$ cat src/hdl/assert_macros.svh
// ----------------------------------------------------------------------------
// Assertion macros
// Shared concurrent assertion shorthands, clocked on clk_i, off during reset.
// ----------------------------------------------------------------------------
`ifndef ASSERT_MACROS_SVH
`define ASSERT_MACROS_SVH

// Same-cycle implication
`define PWTS_ASSERT(lbl, pre, post, msg) \
  lbl: assert property (@(posedge clk_i) disable iff (!rst_ni) (pre) |-> (post)) \
    else $error(msg);

// Next-cycle implication
`define PWTS_ASSERT_NEXT(lbl, pre, post, msg) \
  lbl: assert property (@(posedge clk_i) disable iff (!rst_ni) (pre) |=> (post)) \
    else $error(msg);

`endif

$ cat src/hdl/pwts_fifo.sv
// ----------------------------------------------------------------------------
// pwts_fifo
// Small register queue between front and back ends.
// ----------------------------------------------------------------------------
`include "assert_macros.svh"

module pwts_fifo #(
  parameter int unsigned WIDTH = 8,
  parameter int unsigned DEPTH = 4,
  localparam int unsigned PtrW = $clog2(DEPTH),
  localparam int unsigned CntW = $clog2(DEPTH + 1)
) (
  input  logic             clk_i,
  input  logic             rst_ni,
  input  logic             push_i,
  input  logic [WIDTH-1:0] wdata_i,
  input  logic             pop_i,
  output logic [WIDTH-1:0] rdata_o,
  output logic             full_o,
  output logic             empty_o
);

  logic [WIDTH-1:0] mem_q [DEPTH];
  logic [PtrW-1:0]  wr_ptr_q, rd_ptr_q;
  logic [CntW-1:0]  count_q;

  // pointers (wrap at DEPTH) and fill count
  always_ff @(posedge clk_i or negedge rst_ni) begin
    if (!rst_ni) begin
      wr_ptr_q <= '0;
      rd_ptr_q <= '0;
      count_q  <= '0;
    end else begin
      if (push_i) wr_ptr_q <= (wr_ptr_q == PtrW'(DEPTH - 1)) ? '0 : wr_ptr_q + 1'b1;
      if (pop_i)  rd_ptr_q <= (rd_ptr_q == PtrW'(DEPTH - 1)) ? '0 : rd_ptr_q + 1'b1;
      if (push_i && !pop_i)      count_q <= count_q + 1'b1;
      else if (pop_i && !push_i) count_q <= count_q - 1'b1;
    end
  end

  // storage
  always_ff @(posedge clk_i) begin
    if (push_i) mem_q[wr_ptr_q] <= wdata_i;
  end

  assign rdata_o = mem_q[rd_ptr_q];
  assign full_o  = (count_q == CntW'(DEPTH));
  assign empty_o = (count_q == '0);

  `PWTS_ASSERT(a_no_overflow, push_i, !full_o, "word pushed into full queue")
  `PWTS_ASSERT(a_no_underflow, pop_i, !empty_o, "word popped from empty queue")
  `PWTS_ASSERT_NEXT(a_count_up, push_i && !pop_i, count_q == $past(count_q) + 1'b1, "count stuck")

endmodule

$ cat config.mk
export PLATFORM = sky130hd
export DESIGN_NAME = pwts_fifo
export DESIGN_NICKNAME = d
export VERILOG_FILES = /design/src/hdl/pwts_fifo.sv
export VERILOG_INCLUDE_DIRS = /design/src /design/src/hdl
export SDC_FILE = /design/constraint.sdc
export NUM_CORES = 1
export LEC_CHECK = 0
export BUFFER_PORTS_ARGS = -buffer_cell sky130_fd_sc_hd__buf_2
export CORE_MARGIN = 3
export CORE_UTILIZATION = 55
export CTS_CLUSTER_DIAMETER = 120
export CTS_CLUSTER_SIZE = 16
export DETAILED_ROUTE_END_ITERATION = 10
export PLACE_DENSITY = 0.74
export SYNTH_ARGS = -nofsm -noshare
export SYNTH_HDL_FRONTEND = slang
export SYNTH_SLANG_ARGS = --single-unit
$ cat constraint.sdc
create_clock -name clk_i -period 1.74 [get_ports clk_i]
set_input_delay 0.348 -clock clk_i [delete_from_list [all_inputs] [get_ports clk_i]]
set_output_delay 0.348 -clock clk_i [all_outputs]
set_load 0.03 [all_outputs]
==> flow_summary.ini, run 1 <==
[status]
status = finished with violations
violations = setup timing

[floorplan]
core-area_um2 = 2590
pin_count = 22
die_x_um = 59.4
start_util = 0.606
dieArea_um2 = 3530
row_count = 18
die_height_um = 59.4

[logic_synthesis]
ys.flop_type = edfxtp_1
netlist_instances = 79
synthArstFlopShare = 0.179
synth_cell_types = 18
syn_area_per_cell_um2 = 19.9
ys_ff_latch = 39
synth_top_area_frac = 0.612
synth.net_count = 98
synth_common_cells = edfxtp_1 (32), mux4_2 (8), dfrtp_1 (7)
ys.warnings.count = 0
netlist_top_cells_area = edfxtp_1 (61%), mux4_2 (11%), dfrtp_1 (11%)
synth.cell_area_um2 = 1570
synth_edf_count = 32
yosys.area.top_type = edfxtp_1
synth_most_common_cell = edfxtp_1
yosysSeqAreaShare = 0.724

[worst_hold_path]
min_path_type = in -> reg

[global_routing]
grt_pass1_wl_mm = 4.26
grt_pass1_vias = 879
grt-ovfl-total = 0
antenna_found_initial = 0
track_usage = 0.179
grt_max_degree = 12

[sta]
slew-limit-headroom = 0.695
fmax_mhz = 525
rsz0062_at_grt = true
skew_ns = 0.00823
min_period_over_period = 1.09
finalSetupViolCount = 8
max_slew.worst_pin.slew_ns = 0.457
slew_violations = 0
period_minus_slack_ns = 1.90
holdWs_ns = 0.222
setup_slack_ns = -0.164
final_hold_viol_count = 0
timing.setup.tns_ns = -1.22

[place]
place_area_um2 = 1710
gp_congestion = 0.653
dp_slack_ns = 0.0743
io_buffers = 21
hpwlAfterDp_mm = 1.72

[cells_and_area]
layout-drive-gt1-share = 0.373
area_delta_synth_final_pct = 17.0
fillers = 174
final_area_um2 = 1840
layout.nets = 128
diodes = 0

[clock_tree]
cts_tree = built
cts_root_buffer = clkbuf_4
htreeDepth = 2
cts.sinks = 39
clockBufferDepth = 2
numCtsBuffers = 5
clock_latency_ns = 0.33
clk_pin_slew_ns = 0.11

[route]
drt.antenna.violating_nets = 0
dr.pass1.iters = 4
vias = 759
drc = 0
viasPerCell = 5.42
drt-total-wl_mm = 2.55
drtIter0Drc = 21
routedWlPerCell_um = 18.2

[critical_path]
worstPathRequired_ns = 1.39
critPathKind = reg -> out
cp-end-kind = output pin
worstPathArrival_ns = 1.56
start_kind = flip-flop
worstPathMaxFanout = 5

[power_and_ir_drop]
ir_worst_vdd_uv = 1250
seqPwrFrac = 0.444
p_leak_uw = 0.000700
combPwrFrac = 0.417
clkPwrFrac = 0.139
p_per_area_nw_per_um2 = 1680
p_int_uw = 2010
p_total_uw = 3090
sw_frac_of_total = 0.350
switchingPower_uw = 1080

[job]
maxCapViolCount = 0
metrics by stage:
step	cells	util
3_3_place_gp	130	0.661
4_1_cts	140	0.709
5_1_grt	140	0.709
6_report	140	0.709
2_1_floorplan	79	-
3_5_place_dp	130	0.661
cells by family after synthesis:
| kind of cell | synth area share |
|---|---|
| flops | 0.724 |
| mux | 0.136 |
| simple gates | 0.0343 |
| buf+inv | 0.0223 |
| fa+ha+maj | 0.0606 |
| xor+xnor | 0.0167 |
| compound gates | 0.00637 |
routing by layer:
layer / global-route usage / vias to the layer above / part of all wire
li1: - / 362 / -
met1: 0.223 / 373 / 0.44
met2: 0.292 / 19 / 0.51
met3: 0.0458 / 5 / 0.035
met4: 0.0874 / 0 / 0.017
met5: 0 / - / 0
worst max-delay path, stage by stage (launching register included):
cell     delay (ns)
dfrtp_1        0.40
buf_6          0.15
mux4_2         0.52
buf_6          0.16
repair_timing:
item                                    in CTS  in global routing
endpoints found under the setup margin       8                  8
endpoints found under the hold margin        7                  0
buffers inserted                             1                  0
resized for setup                           18                  0
hold buffers                                 1                  0
layout by cell type, fill, tap and decap left out:
cell type / n
and2_1: 4
buf_2: 13
buf_4: 1
buf_6: 10
clkbuf_1: 2
clkbuf_4: 5
clkinv_2: 1
dfrtp_1: 7
dlygate4sd3_1: 1
edfxtp_1: 32
fa_1: 1
ha_1: 6
inv_1: 5
mux2_2: 3
mux4_2: 8
nand2_1: 1
nand3_1: 1
nor2_1: 2
nor3_1: 1
nor3b_1: 1
o21ai_0: 2
xnor2_1: 1
xor2_1: 2
path summary, 6_finish.rpt:
path	start	endpoint	slack (ns)	cells past startpoint
setup / recovery	rd_ptr_q[0]	rdata_o[2]	-0.16	3
hold / removal	wdata_i[7]	mem_q[0][7]	0.22	1
setup reg to reg	wr_ptr_q[0]	mem_q[0][3]	0.29	3
hold reg to reg	count_q[2]	count_q[2]	0.51	1
max in group asynchronous	rst_ni	count_q[2]	1.22	2
min in group asynchronous	rst_ni	count_q[0]	0.36	2
power groups by stage:
stage               Combinational (uW)  Sequential [uW]  Clock, uW
CTS                               1300             1380        446
finish                            1290             1370        429
floorplan                          857             1320          0
detailed placement                1080             1390          0
global route                      1380             1400        493
global placement                  1050             1370          0
sequential cells by signal, summed over array words and instances, names as in the netlist:
name      cells
rd_ptr_q      2
wr_ptr_q      2
count_q       3
mem_q        32
cell type report:
class	count	area [um2]	share of cell area
flip-flops and latches	39	1140	0.619
multi-input cells	33	399	0.217
repair buffers	25	195	0.106
clock buffers	7	45.0	0.0245
well taps	30	37.5	0.0204
inverters	5	18.8	0.0102
clock inverters	1	5.00	0.00272
Power figures use the tool's default switching activity.
==> inputs of run 2 (changes only) <==
CORE_UTILIZATION = 50   (was 55)
PLACE_DENSITY = 0.68   (was 0.74)
==> flow_summary.ini, run 2 (synthesis results as in run 1) <==
[status]
status = finished with violations
violations = setup timing

[cells_and_area]
layout.nets = 128
final_area_um2 = 1860
diodes = 0
most-common-layout-cells = edfxtp_1 (32), buf_2 (13), mux4_2 (8), dfrtp_1 (7), ha_1 (6)
largest_register_ff_count = 32
area_delta_synth_final_pct = 18.7
layout-drive-gt1-share = 0.382
top_regs = mem_q: 32 flops, count_q: 3 flops
mostFrequentLayoutCell = edfxtp_1
fillers = 203
post-route-util = 0.648
stdcell_count = 152
largest-register = mem_q

[critical_path]
crit_top_cell = buf_4
critPathKind = reg -> out
critical-path-top-delay-family = multiplexers
worstPathRequired_ns = 1.39
crit_buf_inv = 2
crit_chain = buf_4 -> mux4_2 -> buf_4
start_kind = flip-flop
slowest_stage = mux4_2
cp-end-kind = output pin
slowest_delay_ns = 0.49
worstPathMaxFanout = 3
worstPathArrival_ns = 1.55

[job]
maxCapViolCount = 0

[clock_tree]
clockBufferDepth = 2
cts_tree = built
clk_pin_slew_ns = 0.11
clock_latency_ns = 0.32
cts.sinks = 39
htreeDepth = 2
numCtsBuffers = 5
cts_root_buffer = clkbuf_4

[place]
place_area_um2 = 1740
dp_slack_ns = 0.0823
io_buffers = 21
gp_congestion = 0.646
dp_cells = 142
hpwlAfterDp_mm = 1.71

[route]
dr.pass1.iters = 3
drc = 0
drtIter0Drc = 22
routedWlPerCell_um = 16.2
vias = 758
drt.antenna.violating_nets = 0
viasPerCell = 4.99
drt-total-wl_mm = 2.46

[floorplan]
row_count = 19
start_util = 0.546
die_height_um = 62.0
dieArea_um2 = 3850
core-area_um2 = 2880
pin_count = 22
die_x_um = 62.0

[sta]
skew_ns = 0.00704
rsz0062_at_grt = true
setup_slack_ns = -0.160
holdWs_ns = 0.230
finalSetupViolCount = 8
final_hold_viol_count = 0
period_minus_slack_ns = 1.90
fmax_mhz = 526
slew-limit-headroom = 0.703
max_slew.worst_pin.slew_ns = 0.445
slew_violations = 0
min_period_over_period = 1.09

[global_routing]
grt_pass1_wl_mm = 3.78
antenna_found_initial = 0
grt_max_degree = 12
grt-ovfl-total = 0
grt_pass1_vias = 791
track_usage = 0.151

[power_and_ir_drop]
p_per_area_nw_per_um2 = 1680
p_leak_uw = 0.000708
ir_worst_vdd_uv = 961

[worst_hold_path]
min_path_type = in -> reg
==> run 2: changes by cell type in the layout (fill, tap and decap cells not counted) <==
cell / delta
clkbuf_8: +2
clkinv_2: -1
clkbuf_1: -1
buf_6: -5
buf_12: +1
buf_4: +4
==> run 2: layer usage <==
| metal | global-route usage | share of wire | vias to the layer above |
|---|---|---|---|
| met4 | 0.100 | 0.022 | 0 |
| li1 | - | - | 363 |
| met3 | 0.0413 | 0.033 | 4 |
| met1 | 0.184 | 0.43 | 377 |
| met2 | 0.235 | 0.51 | 14 |
| met5 | 0 | 0 | - |
==> run 2: stage by stage <==
stage               power, uW  TNS (ns)
floorplan                2180         0
global placement         2470         0
detailed placement       2520         0
CTS                      3150     -1.50
global route             3310     -1.76
finish                   3120     -1.18
==> run 2: worst paths after layout <==
check / start / to / slack (ns) / cells after the start
worst min-delay path: wdata_i[7] / mem_q[3][7] / 0.23 / 1
max in group asynchronous: rst_ni / count_q[2] / 1.18 / 2
worst max-delay path: rd_ptr_q[0] / rdata_o[5] / -0.16 / 3
min in group asynchronous: rst_ni / wr_ptr_q[1] / 0.40 / 2
worst max register to register: wr_ptr_q[0] / mem_q[0][3] / 0.29 / 3
worst min register to register: count_q[2] / count_q[2] / 0.50 / 1
==> run 2: timing repair <==
item | in CTS | in global routing
pin swaps | 0 | 0
endpoints found under the hold margin | 7 | 0
setup endpoints to repair | 8 | 8
setup buffers | 0 | 1
gates resized for setup | 13 | 0
hold buffers | 1 | 0
==> run 2: cell type report <==
type / count / area (um2) / share of cell area
Clock buffer: 8 / 68.8 / 0.0369
Inverter: 5 / 18.8 / 0.0101
Multi-Input combinational cell: 33 / 399 / 0.214
Sequential cell: 39 / 1140 / 0.609
Tap cell: 42 / 52.6 / 0.0282
Timing Repair Buffer: 25 / 189 / 0.101
==> run 2: where the power goes <==
part	switching (uW)	internal [uW]
combinational	642	608
sequential	145	1230
clock	263	238
==> inputs of run 3 (changes only) <==
==> constraint.sdc (replaced) <==
create_clock -name clk_i -period 1.74 [get_ports clk_i]
set_input_delay 0.174 -clock clk_i [delete_from_list [all_inputs] [get_ports clk_i]]
set_output_delay 0.174 -clock clk_i [all_outputs]
set_load 0.03 [all_outputs]
==> flow_summary.ini, run 3 (synthesis results as in run 1) <==
[status]
status = finished with violations
violations = setup timing

[critical_path]
critPathKind = reg -> out
worstPathArrival_ns = 1.57
r2r_slack_ns = 0.32
start_kind = flip-flop
critical-path-top-delay-family = multiplexers
crit_chain = buf_4 -> mux4_2 -> buf_4
ff2ff_path_depth = 3
reg2reg_from = wr_ptr_q[0]
worstReg2RegEnd = mem_q[2][3]
slowest_delay_ns = 0.51
slowest_stage = mux4_2
worstSetupStartpoint = rd_ptr_q[0]
worstPathRequired_ns = 1.57
cp-end-kind = output pin
crit_top_cell = buf_4
worstPathMaxFanout = 5
crit_buf_inv = 2

[cells_and_area]
area_delta_synth_final_pct = 17.4
layout.nets = 127
most-common-layout-cells = edfxtp_1 (32), buf_2 (13), mux4_2 (8), dfrtp_1 (7), buf_6 (7)
final_area_um2 = 1840
multi_input_area_um2 = 399
diodes = 0
post-route-util = 0.641
layout-drive-gt1-share = 0.376
largest-register = mem_q
fillers = 209
mostFrequentLayoutCell = edfxtp_1
regArea_um2 = 1140
largest_register_ff_count = 32
top_regs = mem_q: 32 flops, count_q: 3 flops

[sta]
period_minus_slack_ns = 1.75
min_period_over_period = 1.00
slew-limit-headroom = 0.697
final_hold_viol_count = 0
rsz0062_at_grt = true
setup_slack_ns = -0.00834
slew_violations = 0
finalSetupViolCount = 1
skew_ns = 0.00814
fmax_mhz = 572
max_slew.worst_pin.slew_ns = 0.454

[route]
drt-total-wl_mm = 2.36
drc = 0
drtIter0Drc = 28
dr.pass1.iters = 4
routedWlPerCell_um = 15.6
viasPerCell = 4.99
drt.antenna.violating_nets = 0
vias = 754

[power_and_ir_drop]
sw_frac_of_total = 0.345
p_leak_uw = 0.000698
clkPwrFrac = 0.155
p_per_area_nw_per_um2 = 1660
switchingPower_uw = 1050
seqPwrFrac = 0.447
combPwrFrac = 0.398
p_int_uw = 2000
ir_worst_vdd_uv = 1130

[floorplan]
die_height_um = 62.0
dieArea_um2 = 3850
pin_count = 22
core-area_um2 = 2880
die_x_um = 62.0
row_count = 19
start_util = 0.546

[global_routing]
antenna_found_initial = 0
track_usage = 0.157
grt_max_degree = 13
grt_pass1_wl_mm = 4.01
grt_pass1_vias = 856
grt-ovfl-total = 0

[clock_tree]
numCtsBuffers = 5
clockBufferDepth = 2
cts.sinks = 39
cts_tree = built
cts_root_buffer = clkbuf_4
htreeDepth = 2
clock_latency_ns = 0.34
clk_pin_slew_ns = 0.12

[place]
place_area_um2 = 1730
hpwlAfterDp_mm = 1.64
gp_congestion = 0.632
io_buffers = 21

[worst_hold_path]
hold-path-cell-count = 1
holdPathEnd = mem_q[1][0]
min_path_type = in -> reg
worstHoldStart = wdata_i[0]

[job]
maxCapViolCount = 0
[run 3: cell types whose count changed in the layout (fill, tap and decap cells not counted), sizes merged]
cell / change
clkbuf: -1
buf: -1
clkinv: +1
[run 3: routing by layer]
layer / GRT usage / share of wire / routed length, um
met4: 0.0818 / 0.0080 / 19
met1: 0.198 / 0.43 / 1010
met5: 0 / 0 / 0
met3: 0.0517 / 0.048 / 114
met2: 0.244 / 0.52 / 1220
[run 3: worst max-delay path by stage]
stage | end | slack [ns] | depth (start not counted)
CTS | rdata_o[7] | -0.03 | 3
detailed placement | count_q[2] | 0.28 | 7
floorplan | full_o | 0.41 | 1
global placement | mem_q[2][5] | 0.33 | 3
finish | rdata_o[7] | -0.008 | 3
global route | rdata_o[7] | -0.08 | 3
[run 3: final cells by class]
type,count,area share
inverters,5,0.0102
clock buffers,7,0.0299
clock inverters,1,0.00272
multi-input cells,33,0.217
well taps,42,0.0285
flip-flops and latches,39,0.616
repair buffers,24,0.0957
[run 3: stage by stage]
| stage | cells | power [uW] | TNS [ns] | worst slack [ns] | hold WS (ns) |
|---|---|---|---|---|---|
| CTS | 151 | 3100 | -0.0960 | -0.0250 | 0.0291 |
| floorplan | 79 | 2180 | 0 | 0.406 | -0.122 |
| global placement | 142 | 2440 | 0 | 0.327 | 0.0193 |
| global route | 151 | 3250 | -0.497 | -0.0800 | 0.0325 |
| finish | 151 | 3060 | -0.00834 | -0.00834 | 0.0442 |
| detailed placement | 142 | 2470 | 0 | 0.279 | 0.0244 |
[run 3: what timing repair did]
item                       4_1_cts  5_1_grt
resized for setup               15        0
setup endpoints to repair        7        8
hold buffers                     1        0
hold endpoints to repair         7        0
gates cloned                     0        0
buffers inserted                 0        0
[run 3: power groups by stage]
stage | sequential [uW] | combinational, uW | clock (uW)
detailed placement | 1390 | 1080 | 0
global placement | 1380 | 1060 | 0
floorplan | 1320 | 857 | 0
global route | 1390 | 1340 | 522
CTS | 1370 | 1240 | 491
finish | 1370 | 1220 | 474
